## config.mk

```make
export PLATFORM = sky130hd
export DESIGN_NAME = direct_color_pixel_write_top
export DESIGN_NICKNAME = d
export VERILOG_FILES = /design/src/rtl/core/dcpw_pkg.sv /design/src/rtl/core/dcpw_chan.sv /design/src/rtl/core/direct_color_pixel_write_top.sv
export SDC_FILE = /design/constraint.sdc
export NUM_CORES = 2
export LEC_CHECK = 0
export BUFFER_PORTS_ARGS = -buffer_cell sky130_fd_sc_hd__buf_2
export CELL_PAD_IN_SITES_DETAIL_PLACEMENT = 2
export CELL_PAD_IN_SITES_GLOBAL_PLACEMENT = 2
export CORE_ASPECT_RATIO = 1.2
export CORE_UTILIZATION = 43
export CTS_CLUSTER_DIAMETER = 40
export DETAILED_ROUTE_END_ITERATION = 7
export GPL_ROUTABILITY_DRIVEN = 0
export GPL_TIMING_DRIVEN = 0
export MAX_ROUTING_LAYER = met4
export PLACE_DENSITY = 0.88
export SLEW_MARGIN = 20
export SYNTH_ARGS = -nofsm -noshare
export SYNTH_HDL_FRONTEND = slang
export SYNTH_SLANG_ARGS = --single-unit
```

## constraint.sdc

```tcl
create_clock -name clk -period 15.73 [get_ports clk]
set_input_delay 2.3595 -clock clk [delete_from_list [all_inputs] [get_ports clk]]
set_output_delay 2.3595 -clock clk [all_outputs]
set_load 0.05 [all_outputs]
```

## src/rtl/core/dcpw_pkg.sv

```systemverilog
// shared types and constants of the direct-color pixel write block
// no dependencies; used by the top level and the checker
package dcpw_pkg;

  // register reset values
  localparam logic [15:0] XRES_RST  = 16'd1024;
  localparam logic [15:0] YRES_RST  = 16'd768;
  localparam logic [5:0]  BPP_RST   = 6'd32;
  localparam logic [11:0] SIZES_RST = 12'h888;
  localparam logic [14:0] POS_RST   = 15'h4108;

  localparam int CFG_IDX_W  = 3;
  localparam int CFG_DATA_W = 16;

  // latency from accepted request to result strobe
  localparam int LATENCY = 3;

  typedef enum logic [CFG_IDX_W-1:0] {
    CFG_XRES  = 3'd0,
    CFG_YRES  = 3'd1,
    CFG_BPP   = 3'd2,
    CFG_SIZES = 3'd3,
    CFG_POS   = 3'd4
  } cfg_idx_t;

  typedef struct packed {
    logic [15:0] pixel_x;
    logic [15:0] pixel_y;
    logic [31:0] rgb_color;
  } in_t;

  typedef struct packed {
    logic        write_enable;
    logic [33:0] byte_offset;
    logic [31:0] pixel_data;
    logic [2:0]  byte_count;
  } out_t;

endpackage

```

## src/rtl/core/dcpw_chan.sv

```systemverilog
// two-stage color channel scaler: (2^size-1)*c/255, truncated
// depends on nothing; instantiated once per channel by the top level
module dcpw_chan (
  input  logic       clk,
  input  logic [7:0] chan_in,
  input  logic [3:0] size,
  output logic [7:0] scaled_out
);

  logic [3:0]  size_clip;
  logic [8:0]  mask_wide;
  logic [7:0]  mask;
  logic [15:0] prod_r;
  logic [15:0] prod_nxt;
  logic [16:0] quot_sum;
  logic [7:0]  scaled_r;

  // sizes above 8 behave as 8
  always_comb begin
    size_clip = (size > 4'd8) ? 4'd8 : size;
    mask_wide = (9'd1 << size_clip) - 9'd1;
    mask      = mask_wide[7:0];
    prod_nxt  = 16'(mask) * 16'(chan_in);
  end

  // floor(v/255) for v below 2^16: (v + 1 + v/256) / 256
  always_comb begin
    quot_sum = 17'(prod_r) + 17'd1 + 17'(prod_r[15:8]);
  end

  always_ff @(posedge clk) begin
    prod_r   <= prod_nxt;
    scaled_r <= quot_sum[15:8];
  end

  assign scaled_out = scaled_r;

endmodule

```

## src/rtl/core/direct_color_pixel_write_top.sv

```systemverilog
// top level of the direct-color pixel write block
// depends on dcpw_pkg and dcpw_chan
//
// One pixel write request (x, y, rgb color) is taken at every clock edge where start is
// high and busy is low; busy is high only in reset and the cycle after it, so requests
// stream at one per cycle. Each request yields exactly one result, shown on out_result
// for a single cycle with out_strobe high. The receiver cannot stall the block and
// results are not held, so the receiver must take every strobed result as it comes.
// A pixel outside the configured resolution gives write_enable low and all other result
// fields zero. The three register stages are: y*x_resolution and the
// channel multiplies, then the row add and the divide by 255, then field placement and
// the byte-count scaling of the offset. Registers are written through cfg_we/cfg_index/
// cfg_wdata and take effect at once; write them only while no request is in flight.
module direct_color_pixel_write_top (
  input  logic                                clk,
  input  logic                                rst_n,
  // request channel
  input  logic                                start,
  output logic                                busy,
  input  dcpw_pkg::in_t                       in_req,
  // result channel
  output logic                                out_strobe,
  output dcpw_pkg::out_t                      out_result,
  // configuration write port
  input  logic                                cfg_we,
  input  logic [dcpw_pkg::CFG_IDX_W-1:0]      cfg_index,
  input  logic [dcpw_pkg::CFG_DATA_W-1:0]     cfg_wdata
);

  // configuration registers
  logic [15:0] xres_r;
  logic [15:0] yres_r;
  logic [5:0]  bpp_r;
  logic [11:0] sizes_r;
  logic [14:0] pos_r;

  logic busy_r;
  logic accept;

  // stage 1 signals
  logic        in_range;
  logic [6:0]  bpp_round;
  logic [2:0]  bytes_nxt;
  logic        v1_r;
  logic        inr1_r;
  logic [15:0] x1_r;
  logic [31:0] yx1_r;
  logic [2:0]  bytes1_r;
  logic [7:0]  idx1_r;

  // stage 2 signals
  logic        v2_r;
  logic        inr2_r;
  logic [32:0] sum2_r;
  logic [2:0]  bytes2_r;
  logic [7:0]  idx2_r;

  // scaled channels, aligned with stage 2
  logic [7:0] red_q;
  logic [7:0] green_q;
  logic [7:0] blue_q;

  // stage 3 (output) signals
  logic [31:0]    packed_data;
  logic [31:0]    pixel_data;
  logic [33:0]    offset;
  logic [33:0]    sum_ext;
  dcpw_pkg::out_t result_nxt;
  logic           strobe_r;
  dcpw_pkg::out_t result_r;

  // busy only in reset and right after it
  assign accept = start && !busy_r;

  always_ff @(posedge clk) begin
    if (!rst_n) begin
      busy_r <= 1'b1;
    end else begin
      busy_r <= 1'b0;
    end
  end

  // register writes, unknown indexes are dropped
  always_ff @(posedge clk) begin
    if (!rst_n) begin
      xres_r  <= dcpw_pkg::XRES_RST;
      yres_r  <= dcpw_pkg::YRES_RST;
      bpp_r   <= dcpw_pkg::BPP_RST;
      sizes_r <= dcpw_pkg::SIZES_RST;
      pos_r   <= dcpw_pkg::POS_RST;
    end else if (cfg_we) begin
      unique case (cfg_index)
        dcpw_pkg::CFG_XRES:  xres_r  <= cfg_wdata[15:0];
        dcpw_pkg::CFG_YRES:  yres_r  <= cfg_wdata[15:0];
        dcpw_pkg::CFG_BPP:   bpp_r   <= cfg_wdata[5:0];
        dcpw_pkg::CFG_SIZES: sizes_r <= cfg_wdata[11:0];
        dcpw_pkg::CFG_POS:   pos_r   <= cfg_wdata[14:0];
        default: ;
      endcase
    end
  end

  // stage 1: bounds check, bytes per pixel, row multiply
  always_comb begin
    in_range  = (in_req.pixel_x < xres_r) && (in_req.pixel_y < yres_r);
    bpp_round = (7'(bpp_r) + 7'd7) >> 3;
    // depth zero counts as one byte, anything past four bytes as four
    if (bpp_round == 7'd0) begin
      bytes_nxt = 3'd1;
    end else if (bpp_round > 7'd4) begin
      bytes_nxt = 3'd4;
    end else begin
      bytes_nxt = bpp_round[2:0];
    end
  end

  always_ff @(posedge clk) begin
    if (!rst_n) begin
      v1_r <= 1'b0;
    end else begin
      v1_r <= accept;
    end
  end

  always_ff @(posedge clk) begin
    inr1_r   <= in_range;
    x1_r     <= in_req.pixel_x;
    yx1_r    <= 32'(in_req.pixel_y) * 32'(xres_r);
    bytes1_r <= bytes_nxt;
    idx1_r   <= in_req.rgb_color[7:0];
  end

  // per-channel scalers: multiply in stage 1, divide by 255 in stage 2
  dcpw_chan u_red (
    .clk        (clk),
    .chan_in    (in_req.rgb_color[23:16]),
    .size       (sizes_r[11:8]),
    .scaled_out (red_q)
  );

  dcpw_chan u_green (
    .clk        (clk),
    .chan_in    (in_req.rgb_color[15:8]),
    .size       (sizes_r[7:4]),
    .scaled_out (green_q)
  );

  dcpw_chan u_blue (
    .clk        (clk),
    .chan_in    (in_req.rgb_color[7:0]),
    .size       (sizes_r[3:0]),
    .scaled_out (blue_q)
  );

  // stage 2: pixel index x + y*xres
  always_ff @(posedge clk) begin
    if (!rst_n) begin
      v2_r <= 1'b0;
    end else begin
      v2_r <= v1_r;
    end
  end

  always_ff @(posedge clk) begin
    inr2_r   <= inr1_r;
    sum2_r   <= 33'(x1_r) + 33'(yx1_r);
    bytes2_r <= bytes1_r;
    idx2_r   <= idx1_r;
  end

  // stage 3: field placement, byte masking, offset scaling
  always_comb begin
    // bits shifted past bit 31 fall off
    packed_data = (32'(red_q) << pos_r[14:10])
                | (32'(green_q) << pos_r[9:5])
                | (32'(blue_q) << pos_r[4:0]);

    case (bytes2_r)
      3'd1:    pixel_data = 32'(idx2_r);
      3'd2:    pixel_data = packed_data & 32'h0000_ffff;
      3'd3:    pixel_data = packed_data & 32'h00ff_ffff;
      default: pixel_data = packed_data;
    endcase

    sum_ext = 34'(sum2_r);
    case (bytes2_r)
      3'd1:    offset = sum_ext;
      3'd2:    offset = sum_ext << 1;
      3'd3:    offset = sum_ext + (sum_ext << 1);
      default: offset = sum_ext << 2;
    endcase

    // suppressed writes report all zeros
    if (inr2_r) begin
      result_nxt.write_enable = 1'b1;
      result_nxt.byte_offset  = offset;
      result_nxt.pixel_data   = pixel_data;
      result_nxt.byte_count   = bytes2_r;
    end else begin
      result_nxt = '0;
    end
  end

  always_ff @(posedge clk) begin
    if (!rst_n) begin
      strobe_r <= 1'b0;
    end else begin
      strobe_r <= v2_r;
    end
  end

  always_ff @(posedge clk) begin
    result_r <= result_nxt;
  end

  assign busy       = busy_r;
  assign out_strobe = strobe_r;
  assign out_result = result_r;

endmodule

```

==> impl_metrics.ini <==
[setup_path]
critPathCaptureType = flip-flop
path_cells = buf_2 > clkbuf_1 > nand2_1 > fa_1 > fa_1 > fa_1 > fa_1 > inv_1 > fa_1 > fa_1 > ha_1 > clkbuf_1 > nand4_1 > o32a_1 > nand3_1 > a21oi_1 > a31oi_1 > a21oi_2 > o21ai_0 > xor2_1
crit_arrival_ns = 9.38
crit_path_max_fanout = 10
crit_slowest_cell = clkbuf_1
startpoint_type = input pin
cp_data_required_time_ns = 16.28
worst_path_most_repeated_cell = fa_1
path_class = input pin to flip-flop
slowest_delay_ns = 0.62

[synth]
synthesis.instances = 3402
ys_warn_count = 0
synth.avg_cell_area_um2 = 8.68
synth_edf_count = 0
synth_area_mm2 = 0.0295
synth_cell_type_count = 87
seq_area_frac_synth = 0.214
async_flop_share = 0
syn-num-nets = 4107
synth_flop_cell = dfxtp_1
synth.ff_latch_count = 316

[timing]
min_period_ns = 8.83
hold_viol_final = 0
max_slew.worst_pin.slew_ns = 1.06
timing.final.crit_share = 0.561
max_freq_ghz = 0.113
setup_viol = 0
slew_viol_final = 0
fin_worst_skew_ns = 0.0322
slew_headroom = 0.286
totalNegativeSetupSlack_ns = 0
whs_ns = 0.326
rsz0062_at_grt = false

[routing]
ant_nets = 0
drtPass1Iterations = 8
remaining_drc_errors = 0
route.detailed.wl_per_inst_um = 30.9
drtIter0Drc = 1702
wl_um = 141000
vias = 27800
vias_per_cell = 6.10

[power]
p_total_uw = 5220
power_density_mw_per_mm2 = 156
cellLeakagePower_uw = 0.0154
ir_drop_mv = 0.166

[clock_network]
cts_resized = 0
cts_hold_buf = 0
post_cts_buffers = 0
clk_pin_slew_ns = 0.07
numCtsBuffers = 52
clock_path_buffers = 3
cts_tree = built
clockRootBuffer = clkbuf_16
htree_num_levels = 2
clkSinkCount = 316
clock_latency_ns = 0.66

[hold_path]
worst_hold_path_type = flip-flop to flip-flop

[floorplanning]
num_rows = 104
die_h_um = 289
die_w_um = 241
pin_count = 159
initial_core_util = 0.437
fp.dieArea_mm2 = 0.0697
core_area_mm2 = 0.0675

[global_route]
grt_pass1_vias = 33100
grt_pass1_wl_um = 210000
grt_overflow = 0
antenna_found_initial = 8
grtUsageTotal = 0.421
grt_max_degree = 16

[finish]
drive_gt1_frac = 0.0887
mostFrequentLayoutCells = inv_1, nand2_1, dfxtp_1
nets = 4312
final_common_cell = inv_1
area_growth_pct = 13.0

[outcome]
status = completed

[job]
maxCapViolCount = 0

[place]
post-dp-hpwl_um = 94900
io_buffers = 150
-- area by class of cell --
cell class / instances / area [um2]
clock inverter: 43 / 582
sequential: 316 / 6330
clock buffer: 55 / 1330
multi-input combinational: 2493 / 21000
timing repair buffer: 151 / 758
fill: 7215 / 34200
inverter: 469 / 1760
antenna: 8 / 20.0
buffer: 124 / 485
tap: 901 / 1130
-- logic make-up after synthesis --
family / synth area share
compound gates: 0.132
xor+xnor: 0.0436
fa+ha+maj: 0.339
buf+inv: 0.0761
flops: 0.214
mux: 0.0170
simple gates: 0.178
-- layer usage --
layer,track usage,share of wire,vias up,routed length (um)
met5,-,0,-,0
met3,0.0968,0.056,850,7930
met1,0.378,0.33,14100,45900
met4,0.351,0.10,0,14100
met2,0.748,0.52,1386,73000
li1,-,-,11500,-
-- through the flow --
| step | setup WS, ns | util | cells | cell area, um2 |
|---|---|---|---|---|
| 2_1_floorplan | 8.16 | - | 3402 | 29500 |
| 3_3_place_gp | 7.01 | 0.465 | 4453 | 31400 |
| 3_5_place_dp | 6.64 | 0.465 | 4453 | 31400 |
| 4_1_cts | 7.03 | 0.493 | 4551 | 33300 |
| 5_1_grt | 6.65 | 0.494 | 4560 | 33400 |
| 6_report | 6.90 | 0.494 | 4560 | 33400 |
-- final timing paths --
check         startpoint           to  slack, ns  cells past startpoint
max           in_req[39]    yx1_r[27]       6.90                     20
min          bytes1_r[1]  bytes2_r[1]       0.33                      0
max reg2reg    xres_r[3]    yx1_r[27]       8.08                     19
min reg2reg  bytes1_r[1]  bytes2_r[1]       0.33                      0
-- state kept, by name, indices dropped and copies added (netlist names), 3 cells and up --
name,flops
idx1_r,8
u_blue.scaled_out,8
pos_r,15
idx2_r,8
yx1_r,32
u_red.prod_r,16
sizes_r,12
u_green.scaled_out,8
sum2_r,33
u_blue.prod_r,16
bytes2_r,3
u_green.prod_r,16
bpp_r,6
xres_r,16
bytes1_r,3
x1_r,16
u_red.scaled_out,8
out_result,70
yres_r,16
-- power by group --
part	switching, uW	internal (uW)	total [uW]	leakage, uW
Clock	535	759	1290	0.000924
Sequential	176	979	1150	0.00261
Combinational	1730	1040	2770	0.0118
-- worst max-delay path: cells and delay by family --
family	cells	cell delay, ns
fa+ha+maj	7	3.35
compound gates	5	1.60
buf+inv	4	1.25
simple gates	3	0.51
xor+xnor	1	0.31
-- cells in the mapped netlist (all sizes together), types with 24 or more instances --
library cell    n  area, um2
a21o           49        369
a21oi         195       1000
and2          209       1310
and3           25        156
clkbuf        109        409
dfxtp         316       6330
fa            304       6090
ha            314       3930
inv           467       1750
mux2i          30        300
nand2         442       1660
nand2b         40        250
nand3          55        275
nor2          139        522
nor2b          75        469
nor3           35        180
o21ai         156        796
o22ai          24        150
xnor2         104        911
xor2           43        377
(Power assumes the default switching activity.)
